[config.mk]
export PLATFORM = sky130hd
export DESIGN_NAME = indexed_list_insert_remove_top
export DESIGN_NICKNAME = d
export VERILOG_FILES = /design/src/hdl/ilir_pkg.sv /design/src/hdl/ilir_ram.sv /design/src/hdl/ilir_ctrl.sv /design/src/hdl/indexed_list_insert_remove_top.sv
export SDC_FILE = /design/constraint.sdc
export NUM_CORES = 2
export LEC_CHECK = 0
export ABC_AREA = 1
export BUFFER_PORTS_ARGS = -buffer_cell sky130_fd_sc_hd__buf_4
export CAP_MARGIN = 0
export CORE_ASPECT_RATIO = 1.4
export CORE_UTILIZATION = 46
export DETAILED_ROUTE_END_ITERATION = 12
export GPL_ROUTABILITY_DRIVEN = 0
export PLACE_DENSITY = 0.65
export SYNTH_ARGS = -nofsm -noshare
export SYNTH_HDL_FRONTEND = slang
export SYNTH_HIERARCHICAL = 1
export SYNTH_SLANG_ARGS = --single-unit
[constraint.sdc]
create_clock -name clk_i -period 9.1 [get_ports clk_i]
set_input_delay 2.73 -clock clk_i [delete_from_list [all_inputs] [get_ports clk_i]]
set_output_delay 2.73 -clock clk_i [all_outputs]
set_load 0.03 [all_outputs]
[src/hdl/ilir_pkg.sv]
// Shared types and constants for the indexed list block.
// Used by ilir_ctrl and indexed_list_insert_remove_top; no dependencies.
package ilir_pkg;

  localparam int unsigned DEPTH    = 64;
  localparam int unsigned WORD_W   = 32;
  localparam int unsigned ADDR_W   = $clog2(DEPTH);
  localparam int unsigned CNT_W    = 7;
  localparam int unsigned POS_W    = 7;
  localparam int unsigned MODE_W   = 3;
  localparam int unsigned STATUS_W = 2;
  localparam logic [CNT_W-1:0] CAP_RESET = CNT_W'(64);

  typedef enum logic [MODE_W-1:0] {
    MODE_APPEND = 3'd0,
    MODE_INSERT = 3'd1,
    MODE_POP    = 3'd2,
    MODE_REMOVE = 3'd3,
    MODE_READ   = 3'd4,
    MODE_CLEAR  = 3'd5
  } ilir_mode_e;

  typedef enum logic [STATUS_W-1:0] {
    STATUS_OK    = 2'd0,
    STATUS_FULL  = 2'd1,
    STATUS_EMPTY = 2'd2,
    STATUS_RANGE = 2'd3
  } ilir_status_e;

  typedef enum logic [2:0] {
    ST_IDLE,
    ST_EXEC,
    ST_UP,
    ST_PUT,
    ST_DOWN,
    ST_DONE
  } ilir_state_e;

  typedef struct packed {
    logic [WORD_W-1:0] value;
    ilir_status_e      status;
    logic [CNT_W-1:0]  count;
  } ilir_res_t;

  typedef struct packed {
    logic              we;
    logic [ADDR_W-1:0] waddr;
    logic [WORD_W-1:0] wdata;
    logic [ADDR_W-1:0] raddr;
  } ilir_mem_req_t;

endpackage

[src/hdl/ilir_ram.sv]
// Simple dual-port RAM: one write port, one read port with registered data.
// Generic; no package dependency.
module ilir_ram #(
  parameter int unsigned Depth = 64,
  parameter int unsigned Width = 32
) (
  input  logic                     clk_i,
  input  logic                     we_i,
  input  logic [$clog2(Depth)-1:0] waddr_i,
  input  logic [Width-1:0]         wdata_i,
  input  logic [$clog2(Depth)-1:0] raddr_i,
  output logic [Width-1:0]         rdata_o
);

  logic [Width-1:0] mem [Depth];

  always_ff @(posedge clk_i) begin
    if (we_i) begin
      mem[waddr_i] <= wdata_i;
    end
  end

  always_ff @(posedge clk_i) begin
    rdata_o <= mem[raddr_i];
  end

endmodule

[src/hdl/ilir_ctrl.sv]
// Sequencer for the indexed list: decodes one request, then walks the entry
// memory one address per cycle to shift entries. Depends on ilir_pkg.
module ilir_ctrl (
  input  logic                              clk_i,
  input  logic                              rst_ni,
  input  logic                              in_valid_i,
  output logic                              in_ready_o,
  input  ilir_pkg::ilir_mode_e              in_mode_i,
  input  logic [ilir_pkg::POS_W-1:0]        in_pos_i,
  input  logic [ilir_pkg::WORD_W-1:0]       in_val_i,
  input  logic [ilir_pkg::CNT_W-1:0]        cap_i,
  input  logic [ilir_pkg::WORD_W-1:0]       mem_rdata_i,
  output ilir_pkg::ilir_mem_req_t           mem_req_o,
  output logic                              res_valid_o,
  input  logic                              res_ready_i,
  output ilir_pkg::ilir_res_t               res_o
);
  import ilir_pkg::*;

  ilir_state_e       state_q, state_d;
  ilir_mode_e        mode_q, mode_d;
  logic [POS_W-1:0]  pos_q, pos_d;
  logic [WORD_W-1:0] val_q, val_d;
  logic [CNT_W-1:0]  count_q, count_d;
  logic [ADDR_W-1:0] paddr_q, paddr_d;
  logic [WORD_W-1:0] res_q, res_d;
  ilir_status_e      status_q, status_d;

  logic [CNT_W-1:0]  limit;
  logic [CNT_W-1:0]  cnt_m1;
  logic [ADDR_W-1:0] last_addr;
  logic [ADDR_W-1:0] pos_addr;
  logic [ADDR_W-1:0] addr_inc;
  logic [ADDR_W-1:0] addr_dec;
  logic              full;
  logic              empty;
  logic              pos_le;
  logic              pos_lt;
  logic              at_pos;
  logic              at_last;

  // Shared address stepper and compares used by every sequence.
  assign limit     = (cap_i < CNT_W'(DEPTH)) ? cap_i : CNT_W'(DEPTH);
  assign cnt_m1    = count_q - CNT_W'(1);
  assign last_addr = cnt_m1[ADDR_W-1:0];
  assign pos_addr  = pos_q[ADDR_W-1:0];
  assign addr_inc  = paddr_q + ADDR_W'(1);
  assign addr_dec  = paddr_q - ADDR_W'(1);
  assign full      = count_q >= limit;
  assign empty     = count_q == '0;
  assign pos_le    = pos_q <= count_q;
  assign pos_lt    = pos_q < count_q;
  assign at_pos    = paddr_q == pos_addr;
  assign at_last   = paddr_q == last_addr;

  always_comb begin
    state_d = state_q;
    case (state_q)
      ST_IDLE: begin
        if (in_valid_i) state_d = ST_EXEC;
      end
      ST_EXEC: begin
        state_d = ST_DONE;
        case (mode_q)
          MODE_INSERT: begin
            if (!full && pos_le && (pos_q != count_q)) state_d = ST_UP;
          end
          MODE_POP: begin
            if (!empty) state_d = ST_DOWN;
          end
          MODE_REMOVE, MODE_READ: begin
            if (pos_lt) state_d = ST_DOWN;
          end
          default: state_d = ST_DONE;
        endcase
      end
      ST_UP: begin
        if (at_pos) state_d = ST_PUT;
      end
      ST_PUT:  state_d = ST_DONE;
      ST_DOWN: begin
        if (mode_q != MODE_REMOVE || at_last) state_d = ST_DONE;
      end
      ST_DONE: begin
        if (res_ready_i) state_d = ST_IDLE;
      end
      default: state_d = ST_IDLE;
    endcase
  end

  always_comb begin
    mode_d          = mode_q;
    pos_d           = pos_q;
    val_d           = val_q;
    count_d         = count_q;
    paddr_d         = paddr_q;
    res_d           = res_q;
    status_d        = status_q;
    mem_req_o.we    = 1'b0;
    mem_req_o.waddr = paddr_q;
    mem_req_o.wdata = val_q;
    mem_req_o.raddr = paddr_q;
    case (state_q)
      ST_IDLE: begin
        if (in_valid_i) begin
          mode_d   = in_mode_i;
          pos_d    = in_pos_i;
          val_d    = in_val_i;
          res_d    = '0;
          status_d = STATUS_OK;
        end
      end
      ST_EXEC: begin
        case (mode_q)
          MODE_APPEND: begin
            if (full) begin
              status_d = STATUS_FULL;
            end else begin
              mem_req_o.we    = 1'b1;
              mem_req_o.waddr = count_q[ADDR_W-1:0];
              count_d         = count_q + CNT_W'(1);
            end
          end
          MODE_INSERT: begin
            if (full) begin
              status_d = STATUS_FULL;
            end else if (!pos_le) begin
              status_d = STATUS_RANGE;
            end else if (pos_q == count_q) begin
              mem_req_o.we    = 1'b1;
              mem_req_o.waddr = pos_addr;
              count_d         = count_q + CNT_W'(1);
            end else begin
              mem_req_o.raddr = last_addr;
              paddr_d         = last_addr;
            end
          end
          MODE_POP: begin
            if (empty) begin
              status_d = STATUS_EMPTY;
            end else begin
              mem_req_o.raddr = last_addr;
              paddr_d         = last_addr;
            end
          end
          MODE_REMOVE: begin
            if (empty) begin
              status_d = STATUS_EMPTY;
            end else if (!pos_lt) begin
              status_d = STATUS_RANGE;
            end else begin
              mem_req_o.raddr = pos_addr;
              paddr_d         = pos_addr;
            end
          end
          MODE_READ: begin
            if (!pos_lt) begin
              status_d = STATUS_RANGE;
            end else begin
              mem_req_o.raddr = pos_addr;
              paddr_d         = pos_addr;
            end
          end
          MODE_CLEAR: count_d = '0;
          default: ;
        endcase
      end
      ST_UP: begin
        // The word read last cycle moves one place up while the next is read.
        mem_req_o.we    = 1'b1;
        mem_req_o.waddr = addr_inc;
        mem_req_o.wdata = mem_rdata_i;
        if (!at_pos) begin
          mem_req_o.raddr = addr_dec;
          paddr_d         = addr_dec;
        end
      end
      ST_PUT: begin
        mem_req_o.we    = 1'b1;
        mem_req_o.waddr = pos_addr;
        count_d         = count_q + CNT_W'(1);
      end
      ST_DOWN: begin
        if (mode_q == MODE_REMOVE) begin
          if (at_pos) begin
            res_d = mem_rdata_i;
          end else begin
            mem_req_o.we    = 1'b1;
            mem_req_o.waddr = addr_dec;
            mem_req_o.wdata = mem_rdata_i;
          end
          if (at_last) begin
            count_d = cnt_m1;
          end else begin
            mem_req_o.raddr = addr_inc;
            paddr_d         = addr_inc;
          end
        end else begin
          res_d = mem_rdata_i;
          if (mode_q == MODE_POP) count_d = cnt_m1;
        end
      end
      default: ;
    endcase
  end

  assign in_ready_o   = state_q == ST_IDLE;
  assign res_valid_o  = state_q == ST_DONE;
  assign res_o.value  = res_q;
  assign res_o.status = status_q;
  assign res_o.count  = count_q;

  always_ff @(posedge clk_i or negedge rst_ni) begin
    if (!rst_ni) begin
      state_q <= ST_IDLE;
      count_q <= '0;
    end else begin
      state_q <= state_d;
      count_q <= count_d;
    end
  end

  always_ff @(posedge clk_i) begin
    mode_q   <= mode_d;
    pos_q    <= pos_d;
    val_q    <= val_d;
    paddr_q  <= paddr_d;
    res_q    <= res_d;
    status_q <= status_d;
  end

  a_count_bound: assert property (@(posedge clk_i) disable iff (!rst_ni)
    count_q <= CNT_W'(DEPTH))
    else $error("entry count above depth");

  a_count_step: assert property (@(posedge clk_i) disable iff (!rst_ni)
    (count_q != $past(count_q)) |->
      (count_q == $past(count_q) + CNT_W'(1) || count_q == $past(count_q) - CNT_W'(1) ||
       count_q == '0))
    else $error("entry count moved by more than one");

  a_idle_no_write: assert property (@(posedge clk_i) disable iff (!rst_ni)
    (state_q == ST_IDLE || state_q == ST_DONE) |-> !mem_req_o.we)
    else $error("memory written outside an operation");

  a_accept_exec: assert property (@(posedge clk_i) disable iff (!rst_ni)
    (in_valid_i && in_ready_o) |=> (state_q == ST_EXEC))
    else $error("accepted beat not decoded");

  a_error_zero: assert property (@(posedge clk_i) disable iff (!rst_ni)
    (res_valid_o && status_q != STATUS_OK) |-> (res_q == '0))
    else $error("rejected operation returned data");

endmodule

[src/hdl/indexed_list_insert_remove_top.sv]
// Top level of the indexed list: request and result streams, capacity register.
// Depends on ilir_pkg, ilir_ram and ilir_ctrl.
//
// Requests arrive as beats on the s_axis channel, results leave on m_axis, one
// result beat per request. The capacity register is written through cfg_*.
// Entries live in a 64-word memory with one write and one read port; the
// sequencer moves one entry per cycle while shifting.
// Each request is decoded, then finished at once for append, clear, insert
// at the end and rejected requests; pop and read first fetch one entry,
// remove shifts the entries above the position down one place, and insert
// before the end shifts entries up from the last to the position, then writes.
// The next request can be accepted in the cycle after the result is loaded.
// A new request is accepted while the previous result waits in the output
// register; if the receiver stalls, the sequencer holds its finished result
// and accepts nothing further until the output register frees up.
// Reset empties the list and sets the capacity to 64; memory contents are
// not cleared, since only written entries are ever read.
module indexed_list_insert_remove_top (
  input  logic                               clk_i,
  input  logic                               rst_ni,
  input  logic                               s_axis_tvalid,
  output logic                               s_axis_tready,
  input  logic [39:0]                        s_axis_tdata,  // position[6:0], value[38:7]
  input  logic [ilir_pkg::MODE_W-1:0]        s_axis_tuser,  // mode[2:0]
  output logic                               m_axis_tvalid,
  input  logic                               m_axis_tready,
  output logic [39:0]                        m_axis_tdata,  // result_value[31:0], entry_count[38:32]
  output logic [ilir_pkg::STATUS_W-1:0]      m_axis_tuser,  // status[1:0]
  input  logic                               cfg_valid_i,
  output logic                               cfg_ready_o,
  input  logic [ilir_pkg::CNT_W-1:0]         cfg_data_i
);
  import ilir_pkg::*;

  logic [CNT_W-1:0] cap_q;
  logic             out_valid_q;
  ilir_res_t        out_q;
  ilir_res_t        res;
  logic             res_valid;
  logic             res_ready;
  ilir_mem_req_t    mem_req;
  logic [WORD_W-1:0] mem_rdata;

  assign cfg_ready_o = 1'b1;

  always_ff @(posedge clk_i or negedge rst_ni) begin
    if (!rst_ni) begin
      cap_q <= CAP_RESET;
    end else if (cfg_valid_i) begin
      cap_q <= cfg_data_i;
    end
  end

  ilir_ctrl u_ctrl (
    .clk_i       (clk_i),
    .rst_ni      (rst_ni),
    .in_valid_i  (s_axis_tvalid),
    .in_ready_o  (s_axis_tready),
    .in_mode_i   (ilir_mode_e'(s_axis_tuser)),
    .in_pos_i    (s_axis_tdata[POS_W-1:0]),
    .in_val_i    (s_axis_tdata[POS_W+WORD_W-1:POS_W]),
    .cap_i       (cap_q),
    .mem_rdata_i (mem_rdata),
    .mem_req_o   (mem_req),
    .res_valid_o (res_valid),
    .res_ready_i (res_ready),
    .res_o       (res)
  );

  ilir_ram #(
    .Depth (DEPTH),
    .Width (WORD_W)
  ) u_ram (
    .clk_i   (clk_i),
    .we_i    (mem_req.we),
    .waddr_i (mem_req.waddr),
    .wdata_i (mem_req.wdata),
    .raddr_i (mem_req.raddr),
    .rdata_o (mem_rdata)
  );

  // Output register: takes a result whenever it is empty or being drained.
  assign res_ready = !out_valid_q || m_axis_tready;

  always_ff @(posedge clk_i or negedge rst_ni) begin
    if (!rst_ni) begin
      out_valid_q <= 1'b0;
    end else if (res_ready) begin
      out_valid_q <= res_valid;
    end
  end

  always_ff @(posedge clk_i) begin
    if (res_ready && res_valid) begin
      out_q <= res;
    end
  end

  assign m_axis_tvalid = out_valid_q;
  assign m_axis_tdata  = {1'b0, out_q.count, out_q.value};
  assign m_axis_tuser  = out_q.status;

endmodule
==> results.txt <==
----------------------------------------------------
[Finish]
  Synthesis-to-finish area growth ... 10.72%
  Final std cells w/o fill ... approximately 10000
  Layout Nets ... 7644
  Fraction of final layout cells with drive strength greater than 1 ... about 8.7%

[Run]
  Reported max-cap violation count ... 0

[Timing]
  Worst Hold Margin ... roughly 0.42 ns
  Final number of max-transition violations ... 0
  Hold Violations, Final ... 0
  Setup repair after global routing missed its margin ... false
  Setup Total Neg Slack ... 0 ns
  Setup clock skew after layout ... 0.05819 ns
  Transition time of the tightest slew-check pin ... ~1.2 ns
  Final clock period utilization by the worst path ... 66.73%
  Tmin final ... roughly 6.1 ns
  Worst relative slew slack ... ~20%
  Timing-limited maximum frequency ... between 150 and 200 MHz
  Count of endpoints failing setup in the final report ... 0

[Min path]
  Worst hold path stage count ... 0
  Hold Path Class ... flip-flop to flip-flop

[Routing]
  Length of routed met2 wiring ... 118700 um
  Total wire length ... 245600 um
  Remaining routing DRC violations ... 0
  DRT met1 WL ... approximately 93000 um
  Via/cell ratio ... roughly 5.8
  Met3 Wirelength ... about 20000 um
  Vias post-DR ... between 50000 and 60000
  Mean routed wirelength per cell ... 23.74 um
  Antenna violation net count after detailed routing ... 0
  Total iterations of the first detailed-routing run ... 6
  Max Used Layer ... met4
  1st-iter DRT viols ... slightly above 7000

[Synth]
  Post-synthesis cell area ... between 0.09 and 0.1 mm2
  Number of flops mapped to enable cells by yosys ... roughly 2200
  Netlist cell types ... 50
  Share of synthesized registers carrying an async set or reset ... 0.8104%
  Largest cells by area after synthesis ... sky130_fd_sc_hd__edfxtp_1 72%, sky130_fd_sc_hd__nand3_1 11%, sky130_fd_sc_hd__nand2_1 10%
  Top FF cell, synth ... sky130_fd_sc_hd__edfxtp_1
  Cells after Synth ... roughly 7600
  Average size of a mapped cell ... 11.88 um2
  Cell type contributing the most total cell area after synthesis ... sky130_fd_sc_hd__edfxtp_1
  Most frequent cells after synthesis ... 2423 x sky130_fd_sc_hd__nand2_1, 2171 x sky130_fd_sc_hd__edfxtp_1, 1951 x sky130_fd_sc_hd__nand3_1
  Fraction of synthesized cell area taken by the top area cell type ... 72.11%
  Warning count from the yosys run ... 6
  Sequential share of the synthesized area ... 73.32%
  Most numerous cell in the Yosys netlist ... sky130_fd_sc_hd__nand2_1
  Synth Net Count ... approximately 7700
  #FFs+latches synth ... between 2000 and 2500

[Floorplanning]
  Placeable core area ... ~0.20 mm2
  Number of top-level pins ... 100
  Rows ... between 150 and 200
  Starting density of the core ... between 40 and 50%
  Vertical die dimension ... about 530 um
  Area of the die ... between 0.15 and 0.2 mm2
  Width of the chip ... roughly 380 um

[Global routing]
  Global-route wire length before repair ... 358100 um
  Initial antenna violation count ... 2
  Pin count of the biggest net entering global routing ... 200
  Global-route total usage across every layer ... 24.30%
  Final global-route overflow total ... 0
  Via count of the first global-routing pass ... 56710

[Clock tree]
  Number of H-tree branching levels ... 4
  Clock network latency to the later pin of the worst-skew pair ... between 0.8 and 0.9 ns
  TritonCTS sink count ... ~2200
  Maximum buffer depth of the clock tree ... 4
  Number of buffers inserted for hold repair after clock tree synthesis ... 0
  Clock transition at the registers of the reported paths ... ~0.070 ns
  Total of cells resized after clock tree synthesis ... 0
  CTS root buf ... sky130_fd_sc_hd__clkbuf_16
  Total clock buffers created by CTS ... 200
  Clock tree from TritonCTS ... built
  Number of buffers inserted by post-CTS setup repair ... 0

[Outcome]
  Status ... finished, final reports clean

[Worst setup path]
  Largest fanout on the critical path ... around 180
  Required time reported for the critical path endpoint ... 9.90 ns
  Worst path max stage delay ... around 0.68 ns
  Critical Path Sink Type ... flip-flop
  Worst path slowest cell ... sky130_fd_sc_hd__inv_16
  Critical Path Most Common Cell ... sky130_fd_sc_hd__nand2_1
  Path type of the worst setup path ... flip-flop to flip-flop
  Crit start category ... flip-flop
  Worst EP arrival ... around 6.9 ns
  Number of cells traversed by the worst register-to-register path ... 26

[Placement]
  Total instance count after detailed placement ... ~10000
  Placed wire-length estimate ... ~120000 um
  Number of buffers added on ports ... 96

----------------------------------------------------
sequential cells by signal (all words and copies together), names as in the netlist:
signal and flops:
u_ctrl/count_q 7, u_ram/mem 2048, cap_q 7, u_ctrl/paddr_q 6
u_ctrl/val_q 32, u_ram/rdata_o 32, m_axis_tvalid 1, m_axis_tdata 39
m_axis_tuser 2, u_ctrl/res_q 32, u_ctrl/pos_q 7, u_ctrl/status_q 2
u_ctrl/mode_q 3, u_ctrl/state_q 3
cell families after synthesis:
logic type	count (synthesis)	synth area share (%)
fa+ha+maj	19	0.2630
compound gates	146	0.9232
flops	2221	73.32
simple gates	4603	22.10
buf+inv	604	3.219
other cells	2	0.008307
xor+xnor	17	0.1647
layout make-up:
cell class / count / area [um2]
Multi-Input combinational cell: 4787 / 22120
Clock inverter: 87 / 543.0
Inverter: 125 / 506.7
Clock buffer: 267 / 5401
Tap cell: 2619 / 3277
Timing Repair Buffer: 235 / 1952
Fill cell: 16240 / 95210
Sequential cell: 2221 / 66280
Antenna cell: 2 / 5.005
routing by layer:
layer / vias up / global-route usage (%)
li1: 26780 / -
met1: 29310 / 30.48
met2: 2889 / 41.15
met3: 542 / 2.914
met4: 0 / 12.87
met5: - / 0
placed cells by master, fill, tap and decap left out, types with 13 or more instances in the layout:
| cell type | n |
|---|---|
| sky130_fd_sc_hd__o21ai_0 | 24 |
| sky130_fd_sc_hd__inv_2 | 15 |
| sky130_fd_sc_hd__xor2_1 | 15 |
| sky130_fd_sc_hd__dfrtp_1 | 17 |
| sky130_fd_sc_hd__clkbuf_16 | 204 |
| sky130_fd_sc_hd__inv_1 | 104 |
| sky130_fd_sc_hd__dfxtp_1 | 32 |
| sky130_fd_sc_hd__ha_1 | 19 |
| sky130_fd_sc_hd__nand3_1 | 1946 |
| sky130_fd_sc_hd__a21oi_1 | 50 |
| sky130_fd_sc_hd__buf_12 | 15 |
| sky130_fd_sc_hd__a21oi_4 | 33 |
| sky130_fd_sc_hd__nand2_1 | 2423 |
| sky130_fd_sc_hd__nor2_1 | 103 |
| sky130_fd_sc_hd__edfxtp_1 | 2171 |
| sky130_fd_sc_hd__clkinv_1 | 41 |
| sky130_fd_sc_hd__clkbuf_1 | 57 |
| sky130_fd_sc_hd__clkinv_2 | 35 |
| sky130_fd_sc_hd__nor2_4 | 63 |
| sky130_fd_sc_hd__buf_4 | 220 |
| sky130_fd_sc_hd__nand4_1 | 13 |
worst max-delay path: cells and delay by family (launching register included):
family                     cells  cell delay, ns
adders and majority gates      1            0.34
and+or+nand+nor               21            3.30
buffers and inverters          4            1.61
DFF                            1            0.55
worst paths after layout:
check	end	start	slack, ns
setup reg to reg	u_ram/rdata_o[10]$_DFF_P_	u_ctrl/count_q[0]$_DFFE_PN0P_	3.03
max in group asynchronous	cap_q[6]$_DFFE_PN1P_	rst_ni	7.03
hold / removal	m_axis_tdata[18]$_DFFE_PP_	u_ctrl/res_q[18]$_SDFFCE_PN0P_	0.42
hold reg to reg	m_axis_tdata[18]$_DFFE_PP_	u_ctrl/res_q[18]$_SDFFCE_PN0P_	0.42
min in group asynchronous	u_ctrl/state_q[1]$_DFFE_PN0P_	rst_ni	1.78
setup / recovery	u_ram/rdata_o[10]$_DFF_P_	u_ctrl/count_q[0]$_DFFE_PN0P_	3.03
through the flow:
stage / utilization, % / cell area, um2 / setup slack (ns)
floorplan: - / 90400 / 3.162
global placement: 48.20 / 94140 / 3.175
detailed placement: 48.20 / 94140 / 3.150
CTS: 51.25 / 100100 / 3.127
global route: 51.25 / 100100 / 2.657
finish: 51.25 / 100100 / 3.027
Power is left out: the tool's default activity adds up to more than one toggle a clock period on the data nets, which glitch-free logic cannot reach.
